==> config.mk <==
export PLATFORM = sky130hd
export DESIGN_NAME = mvt_csr
export DESIGN_NICKNAME = d
export VERILOG_FILES = /design/src/design/mvt_pkg.sv /design/src/design/mvt_csr.sv
export SDC_FILE = /design/constraint.sdc
export NUM_CORES = 1
export LEC_CHECK = 0
export BUFFER_PORTS_ARGS = -buffer_cell sky130_fd_sc_hd__buf_2
export CORE_AREA = 2 2 228 230
export DETAILED_ROUTE_END_ITERATION = 16
export DIE_AREA = 0 0 230 232
export SLEW_MARGIN = 20
export SYNTH_ARGS = -nofsm -noshare
export SYNTH_HDL_FRONTEND = slang
export SYNTH_SLANG_ARGS = --single-unit
==> constraint.sdc <==
create_clock -name clock -period 10.85 [get_ports clock]
set_clock_uncertainty 0.1 [all_clocks]
set_input_delay 0 -clock clock [delete_from_list [all_inputs] [get_ports clock]]
set_output_delay 0 -clock clock [all_outputs]
set_load 0.01 [all_outputs]
==> src/design/mvt_pkg.sv <==
`timescale 1ns / 1ps
// ----------------------------------------------------------------------------
// mvt_pkg
// Shared types and constants of the 4x4 matrix-vector transform pipeline.
// ----------------------------------------------------------------------------
package mvt_pkg;

   localparam int FRAC_BITS = 16;
   localparam int DATA_W    = 32;
   localparam int NUM_DIM   = 4;
   localparam int NUM_REGS  = 8;
   localparam int CSR_W     = 64;
   localparam int CSR_IDX_W = 3;
   localparam int PROD_W    = 2 * DATA_W;
   localparam int PAIR_W    = PROD_W + 1;
   localparam int SUM_W     = PROD_W + 2;

   // register indexes
   localparam logic [CSR_IDX_W-1:0] REG_COL1_ROWS01 = 3'd0;
   localparam logic [CSR_IDX_W-1:0] REG_COL1_ROWS23 = 3'd1;
   localparam logic [CSR_IDX_W-1:0] REG_COL2_ROWS01 = 3'd2;
   localparam logic [CSR_IDX_W-1:0] REG_COL2_ROWS23 = 3'd3;
   localparam logic [CSR_IDX_W-1:0] REG_COL3_ROWS01 = 3'd4;
   localparam logic [CSR_IDX_W-1:0] REG_COL3_ROWS23 = 3'd5;
   localparam logic [CSR_IDX_W-1:0] REG_COL4_ROWS01 = 3'd6;
   localparam logic [CSR_IDX_W-1:0] REG_COL4_ROWS23 = 3'd7;

   // identity entry (1.0) in the low or high half of a register
   localparam logic [CSR_W-1:0] ONE_LO = CSR_W'(64'h0000_0000_0001_0000);
   localparam logic [CSR_W-1:0] ONE_HI = CSR_W'(64'h0001_0000_0000_0000);

   typedef logic signed [DATA_W-1:0] entry_type;
   typedef entry_type [NUM_DIM-1:0]  vec_type;
   typedef vec_type [NUM_DIM-1:0]    mat_type;   // [row][col]

   typedef logic signed [PROD_W-1:0] prod_type;
   typedef prod_type [NUM_DIM-1:0]   prod_row_type;
   typedef prod_row_type [NUM_DIM-1:0] prod_mat_type;

   typedef logic signed [PAIR_W-1:0] pair_type;
   typedef pair_type [1:0]           pair_row_type;
   typedef pair_row_type [NUM_DIM-1:0] pair_mat_type;

   typedef logic signed [SUM_W-1:0]  sum_type;
   typedef sum_type [NUM_DIM-1:0]    sum_vec_type;

   localparam entry_type ENTRY_MAX = {1'b0, {(DATA_W-1){1'b1}}};
   localparam entry_type ENTRY_MIN = {1'b1, {(DATA_W-1){1'b0}}};

endpackage

==> src/design/mvt_csr.sv <==
`timescale 1ns / 1ps
// ----------------------------------------------------------------------------
// mvt_csr
// Matrix register file: eight 64-bit registers, two Q16.16 entries each.
// ----------------------------------------------------------------------------
module mvt_csr
   import mvt_pkg::*;
(
   input  logic                 clock,
   input  logic                 reset,
   input  logic                 csr_wr_en,
   input  logic [CSR_IDX_W-1:0] csr_index,
   input  logic [CSR_W-1:0]     csr_wr_data,
   output mat_type              matrix
);

   logic [CSR_W-1:0] regs_ff [NUM_REGS];

   always_ff @(posedge clock) begin
      if (reset) begin
         regs_ff[REG_COL1_ROWS01] <= ONE_LO;
         regs_ff[REG_COL1_ROWS23] <= '0;
         regs_ff[REG_COL2_ROWS01] <= ONE_HI;
         regs_ff[REG_COL2_ROWS23] <= '0;
         regs_ff[REG_COL3_ROWS01] <= '0;
         regs_ff[REG_COL3_ROWS23] <= ONE_LO;
         regs_ff[REG_COL4_ROWS01] <= '0;
         regs_ff[REG_COL4_ROWS23] <= ONE_HI;
      end else if (csr_wr_en) begin
         regs_ff[csr_index] <= csr_wr_data;
      end
   end

   // column c, rows 2k/2k+1 live in register 2c+k; odd rows in the high half
   always_comb begin
      for (int r = 0; r < NUM_DIM; r++) begin
         for (int c = 0; c < NUM_DIM; c++) begin
            if (r % 2 == 1) begin
               matrix[r][c] = regs_ff[c*2 + r/2][CSR_W-1:DATA_W];
            end else begin
               matrix[r][c] = regs_ff[c*2 + r/2][DATA_W-1:0];
            end
         end
      end
   end

endmodule

==> flow_summary.ini <==
[run_status]
run_status = completed

[sta]
fin_tns_setup_ns = 0
hold_violations = 0
relSlewSlack = 0.278
setup_viol = 0
fmax_ghz = 0.333
fin_crit_sh = 0.277
setup_ws_ns = 7.85
rsz0062_at_grt = no
period_needed_ns = 3.00
drv_slew = 0
worst_pin_slew_ns = 1.08

[finish]
reg_top3 = regs_ff: 512 flops
area_growth_syn_to_layout_pct = 30.9
nNetsFinal = 1950
layout-drive-gt1-share = 0.373
finish.instance_area_um2 = 24800
largest_reg_flops = 512
largest_register = regs_ff
n_antenna_cell = 0

[yosys]
syn-instance-count = 1254
synth.most_common_cell = edfxtp_1
synth_async_sr_flop_share = 0
synth_seq_cells = 512
post_synth_mux_area_share = 0
synth_fa_ha_area_frac = 0
avgSynthCellArea_um2 = 15.1
synth_top_area_share = 0.811
seq_area_frac_synth = 0.811
netlist_area_um2 = 19000
synth_top_family_by_area = simple AND/OR/NAND/NOR gates
synth_xor_area_frac = 0
synth_warnings = 0
synth_compound_area_frac = 0.00317
post_synth_num_cell_types = 22
synth-main-ff-cell = edfxtp_1
synth-edff-count = 512
syn-num-nets = 1324
synth_common_cells = edfxtp_1 (512), nor2_1 (494), nand3b_1 (65), clkbuf_1 (46), or3b_2 (33)
synth_top_cell_by_area = edfxtp_1
synth-simple-area-share = 0.162
yosys-top-cells-area = edfxtp_1 (81%), nor2_1 (9.8%), nand3b_1 (2.6%), or3b_2 (1.5%), or3b_1 (1.4%)

[power]
pwr-share-comb = 0.090
pwr_density_cell_nw_per_um2 = 185
peakVddDrop_v = 0.000133
p_seq_frac = 0.513
p_leak_uw = 0.00930
p_sw_uw = 1050
switching_share = 0.230
intPower_uw = 3530
p_clk_frac = 0.397

[clocking]
cts_buffer_depth = 3
cts_max_level = 2
cts_resized = 0
cts_root_buf = clkbuf_16
cts_buffers = 52
cts_setup_buffers = 0
postCtsHoldBufs = 65
cts_tree = done
clock_sinks = 512
clk_pin_slew_worst_paths_ns = 0.06

[die]
start_util = 0.373
ios = 582
chipWidth_um = 230
core-area_um2 = 50900
row_count = 83
dieArea_um2 = 53400
fp.dieH_um = 232

[setup_path]
startpoint_type = primary input
critical_path_class = in2reg
cp.required_ns = 10.93
end_kind = register
crit_fanout = 66
arrival_ns = 3.09

[grt]
grt-ovfl-total = 0
antenna_found_initial = 0
grt_pass1_wl_um = 81500
grt_max_degree = 74
grt_pass1_vias = 12700
grt_usage = 0.206

[route]
vias = 12700
drc = 0
drt-initial-drc-count = 917
wl_per_cell_um = 21.9
postRouteAntennaNets = 0
drt_pass1_iterations = 5
wl_um = 57000
avgViaCountPerCell = 4.88

[placement]
hpwlAfterDp_um = 36200
port_buffers = 581
routabilityCongestion = 0.822
dp_slack_ns = 7.82
post_dp_cell_area_um2 = 22400

[hold_path]
hp-class = in2reg

[flow_run]
drv_cap = 0
## power groups by stage
stage / logic (uW) / clock network [uW] / registers, uW
finish: 411 / 1820 / 2350
detailed placement: 397 / 0 / 2390
floorplan: 103 / 0 / 2460
global route: 437 / 1920 / 2360
global placement: 396 / 0 / 2390
CTS: 417 / 1850 / 2350
## through the flow
stage          power (uW)  utilization  hold WS (ns)  cells
5_1_grt              4720        0.488        0.0429   2602
4_1_cts              4620        0.488       0.00137   2602
2_1_floorplan        2570            -        0.0792   1254
3_5_place_dp         2790        0.441         0.310   2441
6_report             4580        0.488        0.0481   2602
3_3_place_gp         2780        0.441         0.310   2441
## critical path, cell delays in order
cell,delay [ns]
dlygate4sd3_1,0.56
buf_2,0.17
or3b_4,0.39
buf_4,0.36
buf_4,0.46
o21bai_4,0.21
buf_4,0.78
## path summary, 6_finish.rpt
check / startpoint / to / slack, ns / cells past startpoint
hold / removal: csr_index[1] / regs_ff[2][48] / 0.05 / 3
setup / recovery: csr_index[0] / regs_ff[2][3] / 7.85 / 7
## kinds of logic (layout without fill, tap and decap cells)
kind of cell / after synthesis / after routing
AND/OR/NAND/NOR: 647 / 647
AO/OA/AOI/OAI: 8 / 8
flip-flops: 512 / 512
buffers and inverters: 87 / 755
## placed cells by master (no fill, tap or decap), types with 2 or more instances in the layout
cell type      synthesis  final
a21o_4                 0      6
and3_1                 3      3
and3b_1                2      2
buf_2                 20    579
buf_4                  0     14
bufinv_16              0      8
clkbuf_1              46     12
clkbuf_16              0     53
clkinv_1               0     13
clkinv_2               0      7
clkinv_4               0      2
dlygate4sd3_1          0     65
edfxtp_1             512    512
nand3b_1              65     65
nor2_1               494    494
nor2_2                10     10
nor4b_1                2      2
o21bai_4               0      2
or3_1                  2      2
or3b_1                30     30
or3b_2                33     33
or4_1                  2      2
## routing by layer
| layer | track usage | share of wire | wire (um) | vias to the layer above |
|---|---|---|---|---|
| li1 | - | - | - | 5675 |
| met1 | 0.253 | 0.39 | 22000 | 6301 |
| met2 | 0.343 | 0.49 | 27700 | 621 |
| met3 | 0.0656 | 0.094 | 5380 | 102 |
| met4 | 0.0720 | 0.034 | 1920 | 0 |
| met5 | 0 | 0 | 0 | - |
## layout make-up
| class | instances | area (um^2) |
|---|---|---|
| Inverter | 1 | 3.75 |
| Timing Repair Buffer | 658 | 3650 |
| Clock buffer | 65 | 1370 |
| Multi-Input combinational cell | 655 | 3210 |
| Fill cell | 4534 | 26100 |
| Clock inverter | 31 | 350 |
| Tap cell | 680 | 851 |
| Sequential cell | 512 | 15400 |
No activity file was read; power rests on OpenSTA's default activity.
