[src/design/mvt_pkg.sv]
`timescale 1ns / 1ps
// ----------------------------------------------------------------------------
// mvt_pkg
// Shared types and constants of the 4x4 matrix-vector transform pipeline.
// ----------------------------------------------------------------------------
package mvt_pkg;

   localparam int FRAC_BITS = 16;
   localparam int DATA_W    = 32;
   localparam int NUM_DIM   = 4;
   localparam int NUM_REGS  = 8;
   localparam int CSR_W     = 64;
   localparam int CSR_IDX_W = 3;
   localparam int PROD_W    = 2 * DATA_W;
   localparam int PAIR_W    = PROD_W + 1;
   localparam int SUM_W     = PROD_W + 2;

   // register indexes
   localparam logic [CSR_IDX_W-1:0] REG_COL1_ROWS01 = 3'd0;
   localparam logic [CSR_IDX_W-1:0] REG_COL1_ROWS23 = 3'd1;
   localparam logic [CSR_IDX_W-1:0] REG_COL2_ROWS01 = 3'd2;
   localparam logic [CSR_IDX_W-1:0] REG_COL2_ROWS23 = 3'd3;
   localparam logic [CSR_IDX_W-1:0] REG_COL3_ROWS01 = 3'd4;
   localparam logic [CSR_IDX_W-1:0] REG_COL3_ROWS23 = 3'd5;
   localparam logic [CSR_IDX_W-1:0] REG_COL4_ROWS01 = 3'd6;
   localparam logic [CSR_IDX_W-1:0] REG_COL4_ROWS23 = 3'd7;

   // identity entry (1.0) in the low or high half of a register
   localparam logic [CSR_W-1:0] ONE_LO = CSR_W'(64'h0000_0000_0001_0000);
   localparam logic [CSR_W-1:0] ONE_HI = CSR_W'(64'h0001_0000_0000_0000);

   typedef logic signed [DATA_W-1:0] entry_type;
   typedef entry_type [NUM_DIM-1:0]  vec_type;
   typedef vec_type [NUM_DIM-1:0]    mat_type;   // [row][col]

   typedef logic signed [PROD_W-1:0] prod_type;
   typedef prod_type [NUM_DIM-1:0]   prod_row_type;
   typedef prod_row_type [NUM_DIM-1:0] prod_mat_type;

   typedef logic signed [PAIR_W-1:0] pair_type;
   typedef pair_type [1:0]           pair_row_type;
   typedef pair_row_type [NUM_DIM-1:0] pair_mat_type;

   typedef logic signed [SUM_W-1:0]  sum_type;
   typedef sum_type [NUM_DIM-1:0]    sum_vec_type;

   localparam entry_type ENTRY_MAX = {1'b0, {(DATA_W-1){1'b1}}};
   localparam entry_type ENTRY_MIN = {1'b1, {(DATA_W-1){1'b0}}};

endpackage

[src/design/mvt_sum.sv]
`timescale 1ns / 1ps
// ----------------------------------------------------------------------------
// mvt_sum
// Two-level registered adder tree: pairs of products, then the row sum.
// ----------------------------------------------------------------------------
module mvt_sum
   import mvt_pkg::*;
(
   input  logic         clock,
   input  logic         reset,
   input  logic         in_valid,
   output logic         in_ready,
   input  prod_mat_type prod,
   output logic         out_valid,
   input  logic         out_ready,
   output sum_vec_type  sum
);

   logic         pair_valid_ff;
   logic         pair_ready;
   pair_mat_type pair_ff;
   pair_mat_type pair_in;
   logic         sum_valid_ff;
   sum_vec_type  sum_ff;
   sum_vec_type  sum_in;

   always_comb begin
      for (int r = 0; r < NUM_DIM; r++) begin
         pair_in[r][0] = PAIR_W'(prod[r][0]) + PAIR_W'(prod[r][1]);
         pair_in[r][1] = PAIR_W'(prod[r][2]) + PAIR_W'(prod[r][3]);
         sum_in[r]     = SUM_W'(pair_ff[r][0]) + SUM_W'(pair_ff[r][1]);
      end
   end

   assign pair_ready = !sum_valid_ff || out_ready;
   assign in_ready   = !pair_valid_ff || pair_ready;
   assign out_valid  = sum_valid_ff;
   assign sum        = sum_ff;

   always_ff @(posedge clock) begin
      if (reset) begin
         pair_valid_ff <= 1'b0;
         sum_valid_ff  <= 1'b0;
      end else begin
         if (in_ready) begin
            pair_valid_ff <= in_valid;
         end
         if (pair_ready) begin
            sum_valid_ff <= pair_valid_ff;
         end
      end
   end

   always_ff @(posedge clock) begin
      if (in_ready && in_valid) begin
         pair_ff <= pair_in;
      end
      if (pair_ready && pair_valid_ff) begin
         sum_ff <= sum_in;
      end
   end

endmodule

[config.mk]
export PLATFORM = sky130hd
export DESIGN_NAME = mvt_sum
export DESIGN_NICKNAME = d
export VERILOG_FILES = /design/src/design/mvt_pkg.sv /design/src/design/mvt_sum.sv
export SDC_FILE = /design/constraint.sdc
export NUM_CORES = 2
export LEC_CHECK = 0
export ABC_CLOCK_PERIOD_IN_PS = 15100
export BUFFER_PORTS_ARGS = -buffer_cell sky130_fd_sc_hd__buf_2
export CORE_AREA = 4 4 505 507
export CTS_CLUSTER_SIZE = 16
export DETAILED_ROUTE_END_ITERATION = 6
export DIE_AREA = 0 0 509 511
export RECOVER_POWER = 50
export SETUP_SLACK_MARGIN = 0.2
export SLEW_MARGIN = 40
export SYNTH_ARGS = -nofsm -noshare
export SYNTH_HDL_FRONTEND = slang
export SYNTH_SLANG_ARGS = --single-unit
[constraint.sdc]
create_clock -name clock -period 15.1 [get_ports clock]
set_input_delay 2.265 -clock clock [delete_from_list [all_inputs] [get_ports clock]]
set_output_delay 2.265 -clock clock [all_outputs]
set_load 0.01 [all_outputs]
==> results.ini <==
[sta]
finalHoldViolCount=0
fin_worst_skew_ps=46.4
max_freq_mhz=109
slew-limit-headroom_pct=-141
finalCritPeriodShare_pct=61.0
tightest_slew_ps=3610
maxSlewViolCount=356
tns_ps=0
finalCriticalPeriod_ps=9220
setup_viol=0
rsz0062_at_grt=no

[global_route]
track_usage_pct=22.6
grt_max_degree=134
grt_antenna_before_repair=33
grt_overflow=0
grt_pass1_vias=64465
grt_pass1_wl_mm=437

[setup_path]
max_stage_delay_ps=2650
reg2reg_depth=6
cp.arrival_ps=9530
criticalPathCategory=in -> reg
cp_cell_sequence=buf_2 > nor2b_1 > nand2_1 > and2_0 > clkbuf_1 > clkbuf_1 > buf_16
path_max_fanout=100
cp_slowest_cell=clkbuf_1
rr_startpoint=out_valid
r2r-end=pair_ff[106]
worstPathRequired_ps=15420
path_common_cell=clkbuf_1
r2r_slack_ps=7110
cp-end-kind=flop
startpoint_type=input port

[outcome]
status=finished, violations left
violations=capacitance limit, slew limit

[die]
start_util_pct=27.5
die_h_um=511
die-width_um=509
rows=184
coreArea_um2=250000
io_pins=1294
die_area_um2=260000

[yosys]
ys_seq_elements=786
synth.top_cell.area_share_pct=34.1
ys.flop_type=edfxtp_1
yosysTopAreaCell=edfxtp_1
ys_seq_area_share_pct=34.2
avgSynthCellArea_um2=9.07
yosysWarnings=0
ys_types=93
synthesis.nets=9419
syn_area_um2=69000
synth_edf_count=784
synthTopCellsByArea=edfxtp_1 34%, ha_1 14%, a21oi_1 6.7%
ys_async_sr_fraction_pct=0
syn_inst=7607

[cells_and_area]
nets=10526
fin_area_um2=81800
layout-drive-gt1-share_pct=14.4
area_growth_pct=18.6

[place]
hpwlAfterDp_mm=265
gp_congestion=1.00
dpl_cell_area_um2=78800
numPortBuffers=1293

[cts]
worstSkewPairLatency_ps=720
cts_tree=built
cts_buffers=100
clock_sinks=786
cts_setup_buffers=0
htreeDepth=3
clkTransAtPathRegs_ps=70
cts_hold_buf=0
cts_root_buffer=clkbuf_16
ctsLongestPathBuffers=3
postCtsResizedCells=0

[route]
viasPerCell=5.39
wl_per_cell_um=25.5
route.vias.total=65591
drc=0
first_pass_iters=6
drtIter0Drc=5179
drtAntennaViolNets=0
drt_wl_total_mm=310

[pwr]
combPwrFrac_pct=42.4
ir_worst_vdd_uv=99.7
leakage_uw=0.0343
p_switching_uw=3960
power.share.sequential_pct=32.1
power.density_nw_per_um2=121
fin_total_pwr_uw=9890
p_int_uw=5930
swShare_pct=40.0
p_clk_share_pct=25.5

[hold_path]
hold_depth=1
hold_class=reg -> reg
hp-start=pair_ff[325]
min_to=sum[132]

[run]
maxCapViolCount=8

## cells by family (layout without fill, tap and decap cells)
family	after synthesis	after routing	synth area share, %
AOI/OAI and AO/OA	2742	2742	25.3
and+or+nand+nor	2048	2048	14.3
DFF	786	786	34.2
adders and majority gates	784	784	14.4
xor gates and xnor gates	683	683	8.67
buffers and inverters	558	1753	3.07
muxes	6	6	0.0907
other	0	9	0
## layer usage
metal / track usage [%] / vias up / wire, um
li1: - / 30976 / -
met1: 28.3 / 31582 / 129000
met2: 38.4 / 2560 / 146000
met3: 3.79 / 455 / 20700
met4: 9.11 / 18 / 14600
met5: 0 / - / 116
## final cells by class
type                       instances  area (um2)
multi-input combinational       6263       43300
tap                             3348        4190
inverter                         241         905
sequential                       786       23600
clock inverter                    63         747
clock buffer                     127        2710
antenna                            9        22.5
fill                           26315      169000
timing repair buffer            1322        6330
## per-stage QoR
stage	hold WS (ps)	utilization (%)	setup WS (ps)	instances
global route	548	32.7	5260	12154
floorplan	477	-	5410	7607
CTS	534	32.8	9340	12149
finish	528	32.7	5880	12159
detailed placement	522	31.5	8530	11959
global placement	499	31.4	8090	11957
## synthesized netlist by cell type (all sizes together) (16+ instances only)
library cell and instances:
inv 241, nand3 164, nand2 601, clkbuf 303, nor3 142, nand2b 77
a21oi 920, a21o 481, xor2 258, nand4 222, a21boi 37, ha 772
o21ai 495, and3 67, a31oi 98, xnor2 425, nor2 493, o31ai 56
and2 44, a2111oi 25, edfxtp 784, and4 17, a311oi 19, a211oi 77
a41oi 20, a221oi 24, or3 34, o211ai 40, o21a 98, o31a 24
or2 18, o21bai 159, nor2b 79, nor4 35, o2111ai 16
## critical path, delay by kind of cell
family,cells,cell delay [ps]
buf+inv,4,4700
simple gates,3,2210
## flip-flops by register name, indices dropped and copies added (netlist names)
| name | count |
|---|---|
| out_valid | 1 |
| pair_ff | 520 |
| sum | 264 |
| pair_valid_ff | 1 |
## layout by cell type (no fill, tap or decap), types with 102 or more instances in the layout
cell / instances
o21ai_0: 478
nand3_1: 164
a21oi_1: 919
nand4_1: 222
clkbuf_1: 307
clkbuf_16: 102
edfxtp_1: 784
nor3_1: 142
inv_1: 241
buf_2: 1018
xor2_1: 258
o21bai_1: 159
xnor2_1: 425
nand2_1: 601
a21o_1: 481
nor2_1: 493
ha_1: 772
## power by group through the flow
stage                     sequential, uW  combinational, uW  clock (uW)
after floorplan                     3160               2620           0
after global placement              3210               4150           0
after detailed placement            3210               4180           0
after CTS                           3170               4200        2610
after global routing                3200               4550        2690
final                               3180               4190        2520
## how the worst max path moves through the flow
stage              start            to  slack, ps
2_1_floorplan  out_ready        sum[0]       5410
3_3_place_gp   prod[270]  pair_ff[189]       8090
3_5_place_dp   prod[273]  pair_ff[192]       8530
4_1_cts        prod[273]  pair_ff[192]       9340
5_1_grt        out_ready  pair_ff[106]       5260
6_report       out_ready  pair_ff[106]       5880
Note: power is estimated with default switching activity, not from simulation.
