File: config.mk
export PLATFORM = sky130hd
export DESIGN_NAME = mvt_sat
export DESIGN_NICKNAME = d
export VERILOG_FILES = /design/src/design/mvt_pkg.sv /design/src/design/mvt_sat.sv
export SDC_FILE = /design/constraint.sdc
export NUM_CORES = 1
export LEC_CHECK = 0
export BUFFER_PORTS_ARGS = -buffer_cell sky130_fd_sc_hd__clkbuf_2
export CAP_MARGIN = 15
export CELL_PAD_IN_SITES_DETAIL_PLACEMENT = 1
export CELL_PAD_IN_SITES_GLOBAL_PLACEMENT = 2
export CORE_MARGIN = 3
export CORE_UTILIZATION = 25
export DETAILED_ROUTE_END_ITERATION = 10
export PLACE_DENSITY = 0.79
export SYNTH_ARGS = -nofsm -noshare
export SYNTH_HDL_FRONTEND = slang
export SYNTH_SLANG_ARGS = --single-unit
export TNS_END_PERCENT = 20
File: constraint.sdc
create_clock -name clock -period 5.07 [get_ports clock]
set_clock_uncertainty 0.15 [all_clocks]
set_input_delay 0.2535 -clock clock [delete_from_list [all_inputs] [get_ports clock]]
set_output_delay 0.2535 -clock clock [all_outputs]
set_load 0.02 [all_outputs]
File: src/design/mvt_pkg.sv
`timescale 1ns / 1ps
// ----------------------------------------------------------------------------
// mvt_pkg
// Shared types and constants of the 4x4 matrix-vector transform pipeline.
// ----------------------------------------------------------------------------
package mvt_pkg;

   localparam int FRAC_BITS = 16;
   localparam int DATA_W    = 32;
   localparam int NUM_DIM   = 4;
   localparam int NUM_REGS  = 8;
   localparam int CSR_W     = 64;
   localparam int CSR_IDX_W = 3;
   localparam int PROD_W    = 2 * DATA_W;
   localparam int PAIR_W    = PROD_W + 1;
   localparam int SUM_W     = PROD_W + 2;

   // register indexes
   localparam logic [CSR_IDX_W-1:0] REG_COL1_ROWS01 = 3'd0;
   localparam logic [CSR_IDX_W-1:0] REG_COL1_ROWS23 = 3'd1;
   localparam logic [CSR_IDX_W-1:0] REG_COL2_ROWS01 = 3'd2;
   localparam logic [CSR_IDX_W-1:0] REG_COL2_ROWS23 = 3'd3;
   localparam logic [CSR_IDX_W-1:0] REG_COL3_ROWS01 = 3'd4;
   localparam logic [CSR_IDX_W-1:0] REG_COL3_ROWS23 = 3'd5;
   localparam logic [CSR_IDX_W-1:0] REG_COL4_ROWS01 = 3'd6;
   localparam logic [CSR_IDX_W-1:0] REG_COL4_ROWS23 = 3'd7;

   // identity entry (1.0) in the low or high half of a register
   localparam logic [CSR_W-1:0] ONE_LO = CSR_W'(64'h0000_0000_0001_0000);
   localparam logic [CSR_W-1:0] ONE_HI = CSR_W'(64'h0001_0000_0000_0000);

   typedef logic signed [DATA_W-1:0] entry_type;
   typedef entry_type [NUM_DIM-1:0]  vec_type;
   typedef vec_type [NUM_DIM-1:0]    mat_type;   // [row][col]

   typedef logic signed [PROD_W-1:0] prod_type;
   typedef prod_type [NUM_DIM-1:0]   prod_row_type;
   typedef prod_row_type [NUM_DIM-1:0] prod_mat_type;

   typedef logic signed [PAIR_W-1:0] pair_type;
   typedef pair_type [1:0]           pair_row_type;
   typedef pair_row_type [NUM_DIM-1:0] pair_mat_type;

   typedef logic signed [SUM_W-1:0]  sum_type;
   typedef sum_type [NUM_DIM-1:0]    sum_vec_type;

   localparam entry_type ENTRY_MAX = {1'b0, {(DATA_W-1){1'b1}}};
   localparam entry_type ENTRY_MIN = {1'b1, {(DATA_W-1){1'b0}}};

endpackage

File: src/design/mvt_sat.sv
`timescale 1ns / 1ps
// ----------------------------------------------------------------------------
// mvt_sat
// Output stage: arithmetic shift by the fraction bits, saturate to 32 bits.
// ----------------------------------------------------------------------------
module mvt_sat
   import mvt_pkg::*;
(
   input  logic        clock,
   input  logic        reset,
   input  logic        in_valid,
   output logic        in_ready,
   input  sum_vec_type sum,
   output logic        out_valid,
   input  logic        out_ready,
   output vec_type     result,
   output logic        clipped
);

   logic    valid_ff;
   vec_type result_ff;
   vec_type result_in;
   logic    clipped_ff;
   logic    clipped_in;

   always_comb begin
      sum_type                  shifted;
      logic [SUM_W-DATA_W:0]    upper;
      clipped_in = 1'b0;
      for (int r = 0; r < NUM_DIM; r++) begin
         shifted = sum[r] >>> FRAC_BITS;
         upper   = shifted[SUM_W-1:DATA_W-1];
         // fits when the bits above the 32-bit sign are all sign copies
         if ((&upper) || !(|upper)) begin
            result_in[r] = shifted[DATA_W-1:0];
         end else begin
            result_in[r] = shifted[SUM_W-1] ? ENTRY_MIN : ENTRY_MAX;
            clipped_in   = 1'b1;
         end
      end
   end

   assign in_ready  = !valid_ff || out_ready;
   assign out_valid = valid_ff;
   assign result    = result_ff;
   assign clipped   = clipped_ff;

   always_ff @(posedge clock) begin
      if (reset) begin
         valid_ff <= 1'b0;
      end else if (in_ready) begin
         valid_ff <= in_valid;
      end
   end

   always_ff @(posedge clock) begin
      if (in_ready && in_valid) begin
         result_ff  <= result_in;
         clipped_ff <= clipped_in;
      end
   end

endmodule
==> results.md <==
- The flow ran to the end, and the final reports show no timing, DRC or antenna violations.
- Hold repair after CTS inserted 128 buffers.
- The portion of netlist area occupied by mux cells is 0%.
- The floorplan has 54 rows.
- Across the run, the number of max-cap violations was 0.
- The final non-filler cell area is 9365 sq um.
- The number of nets with antenna violations after detailed routing is 0.
- VDD sags by at most 0.0002055 V.
- The sum of overflow across all layers after global routing is 0.
- The number of antenna diodes in the final layout is 0.
- The routed design has 19,820 um of wire.
- The nature of the critical path endpoint is a flip-flop.
- The signal on the critical path passes through dlygate4sd3_1 > clkbuf_2 > nor4_1 > nand4_1 > nor4_2 > a31o_2 > nand4_1.
- The sequential area share after synthesis is 68.90%.
- The count of clock tree sinks is 130.
- TritonCTS built the clock tree.
- Setup repair after global routing left no endpoint under its margin.
- The adder and majority cell fraction of the synthesized area is 0%.
- The global-route usage over all layers is 15.57%.
- The distinct cell type count after synthesis is 21.
- The post-synthesis share of cell area spent on xor and xnor gates is 0%.
- The maximum clock insertion buffer count is 2.
- After detailed placement, the total cell area comes to 7498 sq um.
- In this run the worst hold path is classified as input port to flip-flop.
- The worst-case headroom to the max-slew limit is 40.54%.
- The worst path arrival time is 2540 ps.
- After layout, the minimum clock period comes to 2578 ps.
- The starting density of the core is 25.66%.
- At the end of routability-driven placement, the weighted congestion stood at 0.7092.
- The number of failing hold endpoints at the final stage came to 0.
- The ratio of routed vias to standard cells is 4.483.
- The fraction of the cycle the final worst path needs is 50.84%.
- Entering global routing, the biggest net connects 55 pins.
- The die is 156.4 um wide.
- The final routed wire length divided by cell count is 18.03 um.
- The number of nets in the synthesized netlist is 615.
- The global-route wire length before repair is 29,570 um.
- The floorplan die area is 24,450 sq um.
- The number of buffers created by CTS is 17.
- After detailed routing, the number of remaining DRC violations is 0.
- Summing the areas of all compound-gate instances in the mapped netlist gives 20.01% of the synthesized area.
- The leakage power summed over all cells is 0.004371 uW.
- From synthesis to final layout, the design area changed by 65.71%.
- The required arrival time at the worst endpoint is 5040 ps.
- The transition time at the pin with the least slew margin is 891.9 ps.
- Gates resized during post-CTS repair numbered 0.
- Measured along the y axis, the die boundary spans 156.4 um.
- The critical path's largest stage delay is 630 ps.
- The CTS clock-pin slew for the worst setup and hold paths is 60 ps.
- After routing, the total negative slack on setup checks comes to 0 ps.
- Detailed placement finished with a half-perimeter wire length of 13,050 um.
- In this run, synthesis produced a sequential element count of 130.
- The deepest level of the CTS H-tree is 4.
- The later pin in the worst-skew pair is clocked with a latency of 410 ps.
- The type of element launching the critical path is an input port.
- The detailed router finished its first iteration with 179 violations.
- The number of iterations in the first detailed-routing pass is 4.
- The count of synthesis-stage warnings from yosys is 0.
- Timing would allow up to 388.0 MHz.
- Counting every instance in the synthesized netlist gives 347.
- The cell area after synthesis is 5652 sq um.
- The fraction of the mapped netlist area in simple logic gates is 6.177%.
- The layout has 2,383 filler cells.
- The number of placed instances with taps included is 939.
- The final count of pins violating max slew was 0.
- For this design, the slowest cell found on the critical path is a31o_2.
- Detailed routing inserted a total of 4,927 vias.
- For this run, the post-layout net count is 1,075.
- The count of port buffers added during placement is 334.
- The share of final-layout standard cells stronger than drive strength 1 is 56.78%.
- The number of standard cells in the final layout excluding fillers is 1,099.
- The initial antenna violation count is 0.
- CTS placed an instance of clkbuf_16 at the clock tree root.
- Setup violations remaining at the end of the flow were counted as 0.
- The power density over the cells is 311.6 nW/um^2.
- The maximum fanout count along the critical path is 32.
- The total area inside the core boundary comes to 22,030 sq um.
- By area, the combinational part of the netlist is dominated by compound AO/OA/AOI/OAI gates.
- In this run the count of I/O pins placed on the die edge is 399.
- Averaged over all synthesized cells, the footprint is 16.29 sq um.
- After clock tree synthesis, the setup repair step added 0 buffers.
- The cell that appears most often on the critical path is nand4_1.
- The critical path in this run is classified as input port to flip-flop.
- The via count of the first global-routing pass was 5,357.
==> metrics by stage <==
stage	setup WS (ps)	util, %	total power (uW)	hold WS, ps
floorplan	795.0	-	1472	172.6
global placement	2610	34.04	1629	257.9
detailed placement	2583	34.04	1640	263.1
CTS	2488	42.47	2965	3.095
global route	2254	42.52	3046	18.11
finish	2492	42.52	2918	53.13
==> cell usage after synthesis <==
cell	n	share of area (%)
a21oi_1	1	0.088
buf_6	18	3.6
nor2_1	8	0.53
and3_1	4	0.44
nor4_2	4	0.89
nand2b_1	1	0.11
dfxtp_1	1	0.35
a31o_2	4	0.62
and2_1	1	0.11
edfxtp_1	129	69
dlygate4sd3_1	3	0.53
a21o_2	85	13
a21o_1	39	5.2
nand4_1	21	2.3
inv_1	1	0.066
buf_4	3	0.40
nor4_1	16	1.8
buf_2	3	0.27
a311oi_2	3	0.80
a311oi_1	1	0.15
clkbuf_1	1	0.066
==> state kept, by name, summed over array words and instances, names as in the netlist <==
name,flops
out_valid,1
clipped,1
result,128
==> critical path: cells and delay by family <==
kind | cells | cell delay, ps
AOI/OAI and AO/OA | 1 | 630
buffers and inverters | 2 | 700
and+or+nand+nor | 4 | 950
==> cell usage in the layout (no fill, tap or decap), types with 2 or more instances in the layout <==
cell,synthesis,routed
a21o_1,39,39
a21o_2,85,85
a311oi_4,0,4
a31o_2,4,4
and3_1,4,4
buf_4,3,6
bufinv_16,0,3
clkbuf_1,1,3
clkbuf_16,0,17
clkbuf_2,0,334
clkinv_2,0,4
clkinv_4,0,2
dlygate4sd3_1,3,129
edfxtp_1,129,129
nand4_1,21,21
nor2_1,8,8
nor4_1,16,16
nor4_2,4,4
==> metal layers <==
metal / share of wire, % / GRT usage (%) / vias to the layer above
met2: 54 / 28.97 / 210
met1: 38 / 16.73 / 2373
met4: 1.7 / 4.627 / 0
met5: 0 / 0 / -
li1: - / - / 2320
met3: 7.0 / 5.144 / 24
==> cells by family (layout without fill, tap and decap cells) <==
group | count (synthesis) | in the layout
compound gates | 133 | 133
flops | 130 | 130
simple gates | 55 | 55
buf+inv | 29 | 501
==> where the power goes <==
group | internal (uW) | switching, uW
Combinational | 202 | 223
Sequential | 1260 | 17.8
Clock | 767 | 450
Total | 2230 | 691
==> final timing paths <==
kind,endpoint,from,slack (ps),depth (start not counted)
worst max-delay path,clipped,sum[263],2490,7
worst min-delay path,result[66],sum[150],50,2
worst max register to register,result[32],out_valid,2730,3
worst min register to register,result[47],out_valid,960,2
==> cell type report <==
type | count | area (sq um) | area share (%)
inverters | 1 | 3.754 | 0.04008
clock buffers | 20 | 436.7 | 4.663
well taps | 280 | 350.3 | 3.741
flip-flops and latches | 130 | 3894 | 41.58
multi-input cells | 188 | 1534 | 16.38
clock inverters | 11 | 138.9 | 1.483
repair buffers | 469 | 3008 | 32.12
(Power assumes the default switching activity.)
